**src/hdl/vmt_pkg.sv**
```systemverilog
// ----------------------------------------------------------------------------
// vmt_pkg
// Shared types and constants of the voltmeter min/max/average tracker.
// ----------------------------------------------------------------------------
package vmt_pkg;

    // Width of every converted value in hundredths of a volt.
    localparam int CV_W  = 10;
    // Width of the keypad code and of the configuration data.
    localparam int KEY_W = 5;
    localparam int CFG_DATA_W  = 10;
    localparam int CFG_INDEX_W = 1;

    // Configuration register indexes.
    localparam logic [CFG_INDEX_W-1:0] CFG_FULL_SCALE = 1'b0;
    localparam logic [CFG_INDEX_W-1:0] CFG_TOGGLE_KEY = 1'b1;

    // Register values after reset.
    localparam logic [CV_W-1:0]  FULL_SCALE_RESET = 10'd500;
    localparam logic [KEY_W-1:0] TOGGLE_KEY_RESET = 5'd4;

    // Key code that means no key pressed.
    localparam logic [KEY_W-1:0] KEY_NONE = 5'd0;

    // Operation field of an input word.
    localparam logic OPERATION_SAMPLE = 1'b0;

    // Classified command handed from the front to the back.
    typedef enum logic [1:0] {
        OP_NOP    = 2'd0,
        OP_SAMPLE = 2'd1,
        OP_TOGGLE = 2'd2
    } t_op;

    // Measurement mode as shown on the result ports.
    typedef enum logic [1:0] {
        MODE_IDLE    = 2'd0,
        MODE_ARMED   = 2'd1,
        MODE_RUNNING = 2'd2,
        MODE_PAUSED  = 2'd3
    } t_mode;

    // Conversion jobs run for each result.
    typedef enum logic [1:0] {
        JOB_INSTANT = 2'd0,
        JOB_MAX     = 2'd1,
        JOB_MIN     = 2'd2,
        JOB_AVERAGE = 2'd3
    } t_job;

    // Control handshake of the command queue towards the back.
    typedef struct packed {
        logic valid;
        t_op  op;
    } t_cmd_ctl;

    // One result word.
    typedef struct packed {
        t_mode           mode;
        logic            instant_valid;
        logic            stats_valid;
        logic [CV_W-1:0] instant_cv;
        logic [CV_W-1:0] max_cv;
        logic [CV_W-1:0] min_cv;
        logic [CV_W-1:0] average_cv;
        logic            count_saturated;
    } t_result;

endpackage

```
**src/hdl/vmt_front.sv**
```systemverilog
// ----------------------------------------------------------------------------
// vmt_front
// Accepts input words, classifies them into commands and queues them.
// ----------------------------------------------------------------------------
module vmt_front #(
    parameter int SAMPLE_BITS = 10
) (
    input  logic                         i_clk,
    input  logic                         i_rst_n,
    // Input channel
    input  logic                         i_push,
    output logic                         o_full,
    input  logic                         i_operation,
    input  logic [SAMPLE_BITS-1:0]       i_sample_code,
    input  logic [vmt_pkg::KEY_W-1:0]    i_key_code,
    input  logic [vmt_pkg::KEY_W-1:0]    i_toggle_key,
    // Command queue towards the back
    output vmt_pkg::t_cmd_ctl            o_cmd,
    output logic [SAMPLE_BITS-1:0]       o_cmd_code,
    input  logic                         i_cmd_pop
);

    localparam int DEPTH = 2;
    localparam int PTR_W = (DEPTH > 1) ? $clog2(DEPTH) : 1;
    localparam int CNT_W = $clog2(DEPTH + 1);

    vmt_pkg::t_op               r_q_op   [DEPTH];
    logic [SAMPLE_BITS-1:0]     r_q_code [DEPTH];
    logic [PTR_W-1:0]           r_wr_ptr;
    logic [PTR_W-1:0]           r_rd_ptr;
    logic [CNT_W-1:0]           r_count;

    vmt_pkg::t_op               op_class;
    logic                       push_acc;
    logic                       pop_acc;

    // Classify the word: samples, the toggle key, and everything else.
    always_comb begin
        if (i_operation == vmt_pkg::OPERATION_SAMPLE) begin
            op_class = vmt_pkg::OP_SAMPLE;
        end else if (i_key_code != vmt_pkg::KEY_NONE && i_key_code == i_toggle_key) begin
            op_class = vmt_pkg::OP_TOGGLE;
        end else begin
            op_class = vmt_pkg::OP_NOP;
        end
    end

    assign o_full   = (r_count == CNT_W'(DEPTH));
    assign push_acc = i_push && !o_full;
    assign pop_acc  = i_cmd_pop && (r_count != '0);

    assign o_cmd.valid = (r_count != '0);
    assign o_cmd.op    = r_q_op[r_rd_ptr];
    assign o_cmd_code  = r_q_code[r_rd_ptr];

    // Queue storage; the entries themselves carry no reset.
    always_ff @(posedge i_clk) begin
        if (push_acc) begin
            r_q_op[r_wr_ptr]   <= op_class;
            r_q_code[r_wr_ptr] <= i_sample_code;
        end
    end

    // Queue pointers and fill count.
    always_ff @(posedge i_clk) begin
        if (!i_rst_n) begin
            r_wr_ptr <= '0;
            r_rd_ptr <= '0;
            r_count  <= '0;
        end else begin
            if (push_acc) begin
                r_wr_ptr <= (r_wr_ptr == PTR_W'(DEPTH - 1)) ? '0 : r_wr_ptr + 1'b1;
            end
            if (pop_acc) begin
                r_rd_ptr <= (r_rd_ptr == PTR_W'(DEPTH - 1)) ? '0 : r_rd_ptr + 1'b1;
            end
            if (push_acc && !pop_acc) begin
                r_count <= r_count + 1'b1;
            end else if (pop_acc && !push_acc) begin
                r_count <= r_count - 1'b1;
            end
        end
    end

endmodule

```
**src/hdl/vmt_div.sv**
```systemverilog
// ----------------------------------------------------------------------------
// vmt_div
// Scales a code total to hundredths of a volt with rounding, using one
// multiply and a restoring divider that yields one quotient bit a cycle.
// ----------------------------------------------------------------------------
module vmt_div #(
    parameter int SAMPLE_BITS = 10,
    parameter int COUNT_BITS  = 16
) (
    input  logic                                   i_clk,
    input  logic                                   i_rst_n,
    input  logic                                   i_start,
    input  logic [SAMPLE_BITS+COUNT_BITS-1:0]      i_total,
    input  logic [COUNT_BITS-1:0]                  i_n,
    input  logic [vmt_pkg::CV_W-1:0]               i_full_scale,
    output logic                                   o_done,
    output logic [vmt_pkg::CV_W-1:0]               o_quot
);

    localparam int Q_W    = vmt_pkg::CV_W;
    localparam int SUM_W  = SAMPLE_BITS + COUNT_BITS;
    localparam int DEN_W  = SUM_W;
    localparam int PROD_W = SUM_W + Q_W;
    localparam int NUM_W  = PROD_W + 2;
    localparam int STEP_W = $clog2(Q_W);

    typedef enum logic [1:0] {
        D_IDLE,
        D_ADD,
        D_DIV
    } t_dstate;

    t_dstate            r_state;
    logic               r_done;
    logic [PROD_W-1:0]  r_prod;
    logic [DEN_W-1:0]   r_den;
    logic [NUM_W-1:0]   r_rem;
    logic [PROD_W-1:0]  r_dsh;
    logic [Q_W-1:0]     r_quot;
    logic               r_zero;
    logic [STEP_W-1:0]  r_step;

    logic               ge;

    // The quotient never exceeds the full-scale value, so Q_W steps suffice.
    assign ge     = (r_rem >= NUM_W'(r_dsh));
    assign o_done = r_done;
    assign o_quot = r_zero ? '0 : r_quot;

    // Sequencer and datapath: multiply, form the rounded numerator, divide.
    always_ff @(posedge i_clk) begin
        if (!i_rst_n) begin
            r_state <= D_IDLE;
            r_done  <= 1'b0;
        end else begin
            r_done <= 1'b0;
            unique case (r_state)
                D_IDLE: begin
                    if (i_start) begin
                        r_prod  <= PROD_W'(i_total) * PROD_W'(i_full_scale);
                        r_den   <= (DEN_W'(i_n) << SAMPLE_BITS) - DEN_W'(i_n);
                        r_state <= D_ADD;
                    end
                end
                D_ADD: begin
                    // Numerator 2*total*fs + den over divisor 2*den rounds halves up.
                    r_rem   <= {1'b0, r_prod, 1'b0} + NUM_W'(r_den);
                    r_dsh   <= PROD_W'({r_den, 1'b0}) << (Q_W - 1);
                    r_zero  <= (r_den == '0);
                    r_step  <= STEP_W'(Q_W - 1);
                    r_state <= D_DIV;
                end
                D_DIV: begin
                    if (ge) begin
                        r_rem <= r_rem - NUM_W'(r_dsh);
                    end
                    r_quot <= {r_quot[Q_W-2:0], ge};
                    r_dsh  <= r_dsh >> 1;
                    if (r_step == '0) begin
                        r_done  <= 1'b1;
                        r_state <= D_IDLE;
                    end else begin
                        r_step <= r_step - 1'b1;
                    end
                end
                default: begin
                    r_state <= D_IDLE;
                end
            endcase
        end
    end

endmodule

```
**src/hdl/vmt_back.sv**
```systemverilog
// ----------------------------------------------------------------------------
// vmt_back
// Carries out queued commands: runs the mode machine, keeps the run
// statistics, converts them and holds the result word for the receiver.
// ----------------------------------------------------------------------------
module vmt_back #(
    parameter int SAMPLE_BITS = 10,
    parameter int COUNT_BITS  = 16
) (
    input  logic                           i_clk,
    input  logic                           i_rst_n,
    input  vmt_pkg::t_cmd_ctl              i_cmd,
    input  logic [SAMPLE_BITS-1:0]         i_cmd_code,
    output logic                           o_cmd_pop,
    input  logic [vmt_pkg::CV_W-1:0]       i_full_scale,
    output vmt_pkg::t_result               o_result,
    output logic                           o_result_valid,
    input  logic                           i_result_pop
);

    localparam int SUM_W = SAMPLE_BITS + COUNT_BITS;
    localparam logic [COUNT_BITS-1:0] COUNT_MAX = {COUNT_BITS{1'b1}};
    localparam int CV_W = vmt_pkg::CV_W;

    typedef enum logic [1:0] {
        S_IDLE,
        S_CONV,
        S_WAIT,
        S_OUT
    } t_state;

    t_state                   r_state;
    vmt_pkg::t_mode           r_mode;
    logic [SAMPLE_BITS-1:0]   r_last;
    logic [SAMPLE_BITS-1:0]   r_min;
    logic [SAMPLE_BITS-1:0]   r_max;
    logic [SUM_W-1:0]         r_sum;
    logic [COUNT_BITS-1:0]    r_count;
    vmt_pkg::t_job            r_job;
    logic [CV_W-1:0]          r_cv [4];
    vmt_pkg::t_result         r_out;
    logic                     r_out_valid;

    logic [SUM_W-1:0]         job_total;
    logic [COUNT_BITS-1:0]    job_n;
    logic                     div_start;
    logic                     div_done;
    logic [CV_W-1:0]          div_quot;
    logic                     running;
    logic                     shown;

    assign o_cmd_pop      = (r_state == S_IDLE) && i_cmd.valid;
    assign div_start      = (r_state == S_CONV);
    assign o_result       = r_out;
    assign o_result_valid = r_out_valid;
    assign running        = (r_mode == vmt_pkg::MODE_RUNNING);
    assign shown          = running || (r_mode == vmt_pkg::MODE_PAUSED);

    // Operands of the conversion job in hand.
    always_comb begin
        unique case (r_job)
            vmt_pkg::JOB_INSTANT: begin
                job_total = SUM_W'(r_last);
                job_n     = COUNT_BITS'(1);
            end
            vmt_pkg::JOB_MAX: begin
                job_total = SUM_W'(r_max);
                job_n     = COUNT_BITS'(1);
            end
            vmt_pkg::JOB_MIN: begin
                job_total = SUM_W'(r_min);
                job_n     = COUNT_BITS'(1);
            end
            default: begin
                job_total = r_sum;
                job_n     = r_count;
            end
        endcase
    end

    vmt_div #(
        .SAMPLE_BITS (SAMPLE_BITS),
        .COUNT_BITS  (COUNT_BITS)
    ) u_div (
        .i_clk        (i_clk),
        .i_rst_n      (i_rst_n),
        .i_start      (div_start),
        .i_total      (job_total),
        .i_n          (job_n),
        .i_full_scale (i_full_scale),
        .o_done       (div_done),
        .o_quot       (div_quot)
    );

    // Command sequencer, run statistics and the result register.
    always_ff @(posedge i_clk) begin
        if (!i_rst_n) begin
            r_state     <= S_IDLE;
            r_mode      <= vmt_pkg::MODE_IDLE;
            r_last      <= '0;
            r_min       <= '0;
            r_max       <= '0;
            r_sum       <= '0;
            r_count     <= '0;
            r_job       <= vmt_pkg::JOB_INSTANT;
            r_out_valid <= 1'b0;
        end else begin
            // A popped word leaves, unless a new one is loaded in its place.
            if (i_result_pop && r_out_valid && r_state != S_OUT) begin
                r_out_valid <= 1'b0;
            end
            unique case (r_state)
                S_IDLE: begin
                    if (i_cmd.valid) begin
                        case (i_cmd.op)
                            vmt_pkg::OP_SAMPLE: begin
                                case (r_mode)
                                    vmt_pkg::MODE_ARMED: begin
                                        r_last  <= i_cmd_code;
                                        r_min   <= i_cmd_code;
                                        r_max   <= i_cmd_code;
                                        r_sum   <= SUM_W'(i_cmd_code);
                                        r_count <= COUNT_BITS'(1);
                                        r_mode  <= vmt_pkg::MODE_RUNNING;
                                    end
                                    vmt_pkg::MODE_RUNNING: begin
                                        r_last <= i_cmd_code;
                                        if (i_cmd_code < r_min) begin
                                            r_min <= i_cmd_code;
                                        end
                                        if (i_cmd_code > r_max) begin
                                            r_max <= i_cmd_code;
                                        end
                                        // Sum and count freeze once the count saturates.
                                        if (r_count != COUNT_MAX) begin
                                            r_sum   <= r_sum + SUM_W'(i_cmd_code);
                                            r_count <= r_count + 1'b1;
                                        end
                                    end
                                    vmt_pkg::MODE_PAUSED: begin
                                        r_last <= i_cmd_code;
                                    end
                                    default: begin
                                    end
                                endcase
                            end
                            vmt_pkg::OP_TOGGLE: begin
                                case (r_mode) inside
                                    vmt_pkg::MODE_IDLE, vmt_pkg::MODE_PAUSED: begin
                                        r_mode <= vmt_pkg::MODE_ARMED;
                                    end
                                    vmt_pkg::MODE_RUNNING: begin
                                        r_mode <= vmt_pkg::MODE_PAUSED;
                                    end
                                    default: begin
                                    end
                                endcase
                            end
                            default: begin
                            end
                        endcase
                        r_job   <= vmt_pkg::JOB_INSTANT;
                        r_state <= S_CONV;
                    end
                end
                S_CONV: begin
                    r_state <= S_WAIT;
                end
                S_WAIT: begin
                    if (div_done) begin
                        r_cv[r_job] <= div_quot;
                        if (r_job == vmt_pkg::JOB_AVERAGE) begin
                            r_state <= S_OUT;
                        end else begin
                            r_job   <= vmt_pkg::t_job'(r_job + 2'd1);
                            r_state <= S_CONV;
                        end
                    end
                end
                S_OUT: begin
                    // Load the result once the previous word has left.
                    if (!r_out_valid || i_result_pop) begin
                        r_out.mode            <= r_mode;
                        r_out.instant_valid   <= shown;
                        r_out.stats_valid     <= running;
                        r_out.instant_cv      <= shown ? r_cv[vmt_pkg::JOB_INSTANT] : '0;
                        r_out.max_cv          <= running ? r_cv[vmt_pkg::JOB_MAX] : '0;
                        r_out.min_cv          <= running ? r_cv[vmt_pkg::JOB_MIN] : '0;
                        r_out.average_cv      <= running ? r_cv[vmt_pkg::JOB_AVERAGE] : '0;
                        r_out.count_saturated <= running && (r_count == COUNT_MAX);
                        r_out_valid           <= 1'b1;
                        r_state               <= S_IDLE;
                    end
                end
                default: begin
                    r_state <= S_IDLE;
                end
            endcase
        end
    end

endmodule

```
**src/hdl/voltmeter_min_max_average_tracker.sv**
```systemverilog
// ----------------------------------------------------------------------------
// voltmeter_min_max_average_tracker
// Running minimum, maximum and average of converter samples, in centivolts.
// ----------------------------------------------------------------------------
// Input words (operation, sample_code, key_code) enter on push while full is
// low; each word yields exactly one result word, in order. Results are shown
// while empty is low and leave on pop. A two-word command queue parts the
// input side from the execution side, and the back keeps one result register,
// so new words are taken while a result waits for the receiver.
// In the back, each word first updates the mode and statistics, then runs
// four conversions (instant, max, min, average) on one shared
// multiply-and-divide unit, each a multiply, a rounding add, ten quotient
// bits at one bit a cycle and the hand-over of the quotient, and last loads
// the result. The back finishes one word before it takes the next.
// When the receiver stalls, the held result stays put, the next word is still
// worked out and then waits, and full rises once the queue fills.
// Configuration writes on the cfg channel are always ready and must be made
// while the block is idle. Reset empties the queue and the result register,
// sets the mode to idle, clears the statistics and restores the registers.
// ----------------------------------------------------------------------------
module voltmeter_min_max_average_tracker #(
    parameter int SAMPLE_BITS = 10,
    parameter int COUNT_BITS  = 16
) (
    input  logic                                  i_clk,
    input  logic                                  i_rst_n,
    // Input channel
    input  logic                                  push,
    output logic                                  full,
    input  logic                                  i_operation,
    input  logic [SAMPLE_BITS-1:0]                i_sample_code,
    input  logic [vmt_pkg::KEY_W-1:0]             i_key_code,
    // Result channel
    output logic                                  empty,
    input  logic                                  pop,
    output logic [1:0]                            o_mode,
    output logic                                  o_instant_valid,
    output logic                                  o_stats_valid,
    output logic [vmt_pkg::CV_W-1:0]              o_instant_centivolts,
    output logic [vmt_pkg::CV_W-1:0]              o_max_centivolts,
    output logic [vmt_pkg::CV_W-1:0]              o_min_centivolts,
    output logic [vmt_pkg::CV_W-1:0]              o_average_centivolts,
    output logic                                  o_count_saturated,
    // Configuration write channel
    input  logic                                  i_cfg_valid,
    output logic                                  o_cfg_ready,
    input  logic [vmt_pkg::CFG_INDEX_W-1:0]       i_cfg_index,
    input  logic [vmt_pkg::CFG_DATA_W-1:0]        i_cfg_data
);

    logic [vmt_pkg::CV_W-1:0]   r_full_scale;
    logic [vmt_pkg::KEY_W-1:0]  r_toggle_key;

    vmt_pkg::t_cmd_ctl          cmd;
    logic [SAMPLE_BITS-1:0]     cmd_code;
    logic                       cmd_pop;
    vmt_pkg::t_result           result;
    logic                       result_valid;

    // Configuration registers.
    assign o_cfg_ready = 1'b1;

    always_ff @(posedge i_clk) begin
        if (!i_rst_n) begin
            r_full_scale <= vmt_pkg::FULL_SCALE_RESET;
            r_toggle_key <= vmt_pkg::TOGGLE_KEY_RESET;
        end else if (i_cfg_valid && o_cfg_ready) begin
            unique case (i_cfg_index)
                vmt_pkg::CFG_FULL_SCALE: r_full_scale <= i_cfg_data[vmt_pkg::CV_W-1:0];
                vmt_pkg::CFG_TOGGLE_KEY: r_toggle_key <= i_cfg_data[vmt_pkg::KEY_W-1:0];
                default: begin
                end
            endcase
        end
    end

    vmt_front #(
        .SAMPLE_BITS (SAMPLE_BITS)
    ) u_front (
        .i_clk         (i_clk),
        .i_rst_n       (i_rst_n),
        .i_push        (push),
        .o_full        (full),
        .i_operation   (i_operation),
        .i_sample_code (i_sample_code),
        .i_key_code    (i_key_code),
        .i_toggle_key  (r_toggle_key),
        .o_cmd         (cmd),
        .o_cmd_code    (cmd_code),
        .i_cmd_pop     (cmd_pop)
    );

    vmt_back #(
        .SAMPLE_BITS (SAMPLE_BITS),
        .COUNT_BITS  (COUNT_BITS)
    ) u_back (
        .i_clk          (i_clk),
        .i_rst_n        (i_rst_n),
        .i_cmd          (cmd),
        .i_cmd_code     (cmd_code),
        .o_cmd_pop      (cmd_pop),
        .i_full_scale   (r_full_scale),
        .o_result       (result),
        .o_result_valid (result_valid),
        .i_result_pop   (pop)
    );

    // Result word onto the ports.
    assign empty                = !result_valid;
    assign o_mode               = result.mode;
    assign o_instant_valid      = result.instant_valid;
    assign o_stats_valid        = result.stats_valid;
    assign o_instant_centivolts = result.instant_cv;
    assign o_max_centivolts     = result.max_cv;
    assign o_min_centivolts     = result.min_cv;
    assign o_average_centivolts = result.average_cv;
    assign o_count_saturated    = result.count_saturated;

endmodule

```
**config.mk**
```make
export PLATFORM = sky130hd
export DESIGN_NAME = voltmeter_min_max_average_tracker
export DESIGN_NICKNAME = d
export VERILOG_FILES = /design/src/hdl/vmt_pkg.sv /design/src/hdl/vmt_front.sv /design/src/hdl/vmt_div.sv /design/src/hdl/vmt_back.sv /design/src/hdl/voltmeter_min_max_average_tracker.sv
export SDC_FILE = /design/constraint.sdc
export NUM_CORES = 1
export LEC_CHECK = 0
export BUFFER_PORTS_ARGS = -buffer_cell sky130_fd_sc_hd__buf_4
export CORE_MARGIN = 1.5
export CORE_UTILIZATION = 45
export CTS_BUF_LIST = sky130_fd_sc_hd__clkbuf_2
export CTS_CLUSTER_DIAMETER = 120
export DETAILED_ROUTE_END_ITERATION = 7
export PLACE_DENSITY = 0.71
export REMOVE_ABC_BUFFERS = 1
export SLEW_MARGIN = 20
export SYNTH_ARGS = -nofsm -noshare
export SYNTH_HDL_FRONTEND = slang
export SYNTH_SLANG_ARGS = --single-unit
```
**constraint.sdc**
```tcl
create_clock -name i_clk -period 7.4 [get_ports i_clk]
set_input_delay 1.48 -clock i_clk [delete_from_list [all_inputs] [get_ports i_clk]]
set_output_delay 1.48 -clock i_clk [all_outputs]
set_load 0.005 [all_outputs]
```
==> results.md <==
* Final min period at 7.02 ns
* H-tree level count at 3
* ANT nets after route at 0
* Max FO, Critical Path at 11
* Final HPWL DP at 47700 um
* Synthesized netlist cell count at 2758
* CP bufs+invs at 3
* Vias in the first global route at 20200
* CTS tree: yes
* Initial antenna violation count at 2
* Cell repeated most along the worst path: fa_1
* Chip height at 249 um
* Max_slew headroom at 25.1%
* P_leak at 13.0 nW
* Final wirelength at 62800 um
* CP max stage cell: fa_1
* Fin. Hold Viols at 0
* Starting Density at 45.8%
* Synth-to-Final Area Change at 8.14%
* Core Rows at 89
* Final Skew at 0.104 ns
* Die area at 61800 um2
* CP Capture Type: flop
* Largest net degree at the start of global routing at 74
* Worst path max stage delay at 0.55 ns
* Clk buf depth at 3
* Flops & latches, synth at 362
* Core Area at 59400 um2
* Crit path arrival time at 7.74 ns
* Setup TNS at 0 ns
* Post-synth cell types at 88
* Sequential-to-total area share from yosys stat at 36.3%
* RSZ-0062 raised after global routing: no
* Design area at 29400 um2
* GRT Util Overall at 20.3%
* Clk pin slew, worst setup/hold paths at 0.13 ns
* Share of cells above drive strength 1 at 11.0%
* Sink Count at 362
* Total grt overflow at 0
* Final setup vio count at 0
* Fin crit share at 94.9%
* Mapped cell area at 27200 um2
* Tot Pwr at 6.01 mW
* Port bufs at 78
* Avg Vias per Cell at 5.49
* Post-synth EDFFs at 260
* Reg2reg setup slack at 0.38 ns
* WP data required at 8.12 ns
* Max-cap check violation count at 0
* Slew at the pin closest to its max-slew limit at 1.12 ns
* Placed cells at 3505
* Worst hold-check path type: flop to flop
* Syn_area_per_cell at 9.85 um2
* Commonest non-fill, non-tap cell in the layout: nand2_1
* # IOs at 80
* Die width at 249 um
* Critical path cell sequence: inv_1, ha_2, a222oi_1, mux2i_4, and2_1, fa_1, fa_1, fa_1, fa_1, inv_1, fa_1, inv_1, ha_1, a21oi_1, o221a_2, a21bo_1, a2111oi_4, or4_1, a21oi_1, o2111ai_1, o211ai_1
* Routed vias at 20100
* Final slew viol count at 0
* TritonRoute pass-1 iters at 8
* Non-filler cells, final at 3672
* 1st-iter DRT viols at 1587
* CTS root buf: clkbuf_2
* Final weighted congestion of routability-driven global placement at 0.920
* # DRC at 8
* Critical path type: flop to flop
* FFs w/ async S/R, synth at 0%
* Worst hold slack at 0.446 ns
* Wire per inst at 17.1 um
* CTS Buf Count at 91
* Hold Buf Count CTS at 0
* Main synth FF type: edfxtp_1
* Ys Warns at 0
* Peak supply drop at 119 uV
* Status: finished, violations left
* Power Density at 205 nW/um2
* Crit start category: flop
* First-pass GRT wire length at 103000 um
* Nets at 3238
* Most frequent cells in the layout: nand2_1 (318), inv_1 (308), edfxtp_1 (260), fa_1 (193), ha_1 (182)
* Placed inst area at 28400 um2
* Failing checks: design-rule violations
* Crit path max-delay family: adder cells
* Worst skew pair latency at 1.09 ns
* Fmax at 142 MHz
[timing repair]
action | CTS | global route
gates resized for setup | 0 | 21
setup buffers | 0 | 0
setup endpoints to repair | 0 | 13
[kinds of logic after synthesis]
| family | after synthesis | share of synthesized area, % |
|---|---|---|
| and+or+nand+nor | 912 | 16.5 |
| AOI/OAI and AO/OA | 460 | 11.1 |
| buffers and inverters | 432 | 6.09 |
| adders and majority gates | 380 | 22.8 |
| DFF | 362 | 36.3 |
| xor gates and xnor gates | 156 | 5.03 |
| muxes | 55 | 2.14 |
| other | 1 | 0.0138 |
[metal layers]
layer,global-route usage (%),wire length [um],vias to the layer above
met2,33.7,29800,656
met5,0,0,-
met4,5.87,1280,0
met1,27.2,28200,9776
met3,3.49,3510,116
li1,-,-,9596
[report_power, final]
group | internal [mW] | switching [mW]
Sequential | 2.48 | 0.152
Combinational | 0.781 | 1.22
Clock | 0.533 | 0.838
[sequential cells by signal (all words and copies together), names as in the netlist, 16 cells and up, named ones only]
| register | cells |
|---|---|
| u_back.o_result | 45 |
| u_back.r_cv | 40 |
| u_back.u_div.r_rem | 38 |
| u_back.u_div.r_dsh | 36 |
| u_back.u_div.r_prod | 36 |
| u_back.r_sum | 26 |
| u_back.u_div.r_den | 26 |
| u_front.r_q_code | 20 |
| u_back.r_count | 16 |
[through the flow]
step | setup WS (ns) | utilization [%]
2_1_floorplan | 0.0375 | -
3_3_place_gp | 0.436 | 47.8
3_5_place_dp | 0.0798 | 47.8
4_1_cts | 0.0480 | 49.3
5_1_grt | 0.00942 | 49.5
6_report | 0.376 | 49.5
[cell type report]
type | instances | area (um2)
fillers | 5328 | 30000
diodes | 3 | 7.51
well taps | 773 | 967
repair buffers | 97 | 744
clock inverters | 27 | 153
inverters | 310 | 1160
flip-flops and latches | 362 | 9850
multi-input cells | 1964 | 15800
clock buffers | 136 | 681
[final timing paths]
path / from / end / depth (start not counted)
worst max-delay path: u_back.r_job[1] / u_back.u_div.r_prod[35] / 21
worst min-delay path: u_back.u_div.r_quot[6] / u_back.u_div.r_quot[7] / 0
worst min register to register: u_back.u_div.r_quot[6] / u_back.u_div.r_quot[7] / 0
worst max register to register: u_back.r_job[1] / u_back.u_div.r_prod[35] / 21
[cell usage after synthesis (12+ instances only)]
library cell  count  area share (%)
a211oi_1         32            0.88
a21o_1           40             1.1
a21oi_1         141             2.6
a31oi_1          17            0.39
and2_1          125             2.9
and3_1           80             1.8
clkbuf_1        104             1.4
dfxtp_1         102             7.5
edfxtp_1        260              29
fa_1            193              14
ha_1            187             8.6
inv_1           308             4.3
mux2_2           25             1.0
mux2i_1          30             1.1
nand2_1         318             4.4
nand2b_1         15            0.35
nand3_1          59             1.1
nand4_1          23            0.53
nor2_1          164             2.3
nor2b_1          41            0.94
nor3_1           19            0.35
nor4_1           14            0.32
o211a_1          16            0.59
o211ai_1         12            0.33
o21ai_0          99             1.8
o21bai_1         15            0.41
or3_1            13            0.30
xnor2_1          87             2.8
xor2_1           69             2.2
No activity file was read; power rests on OpenSTA's default activity.
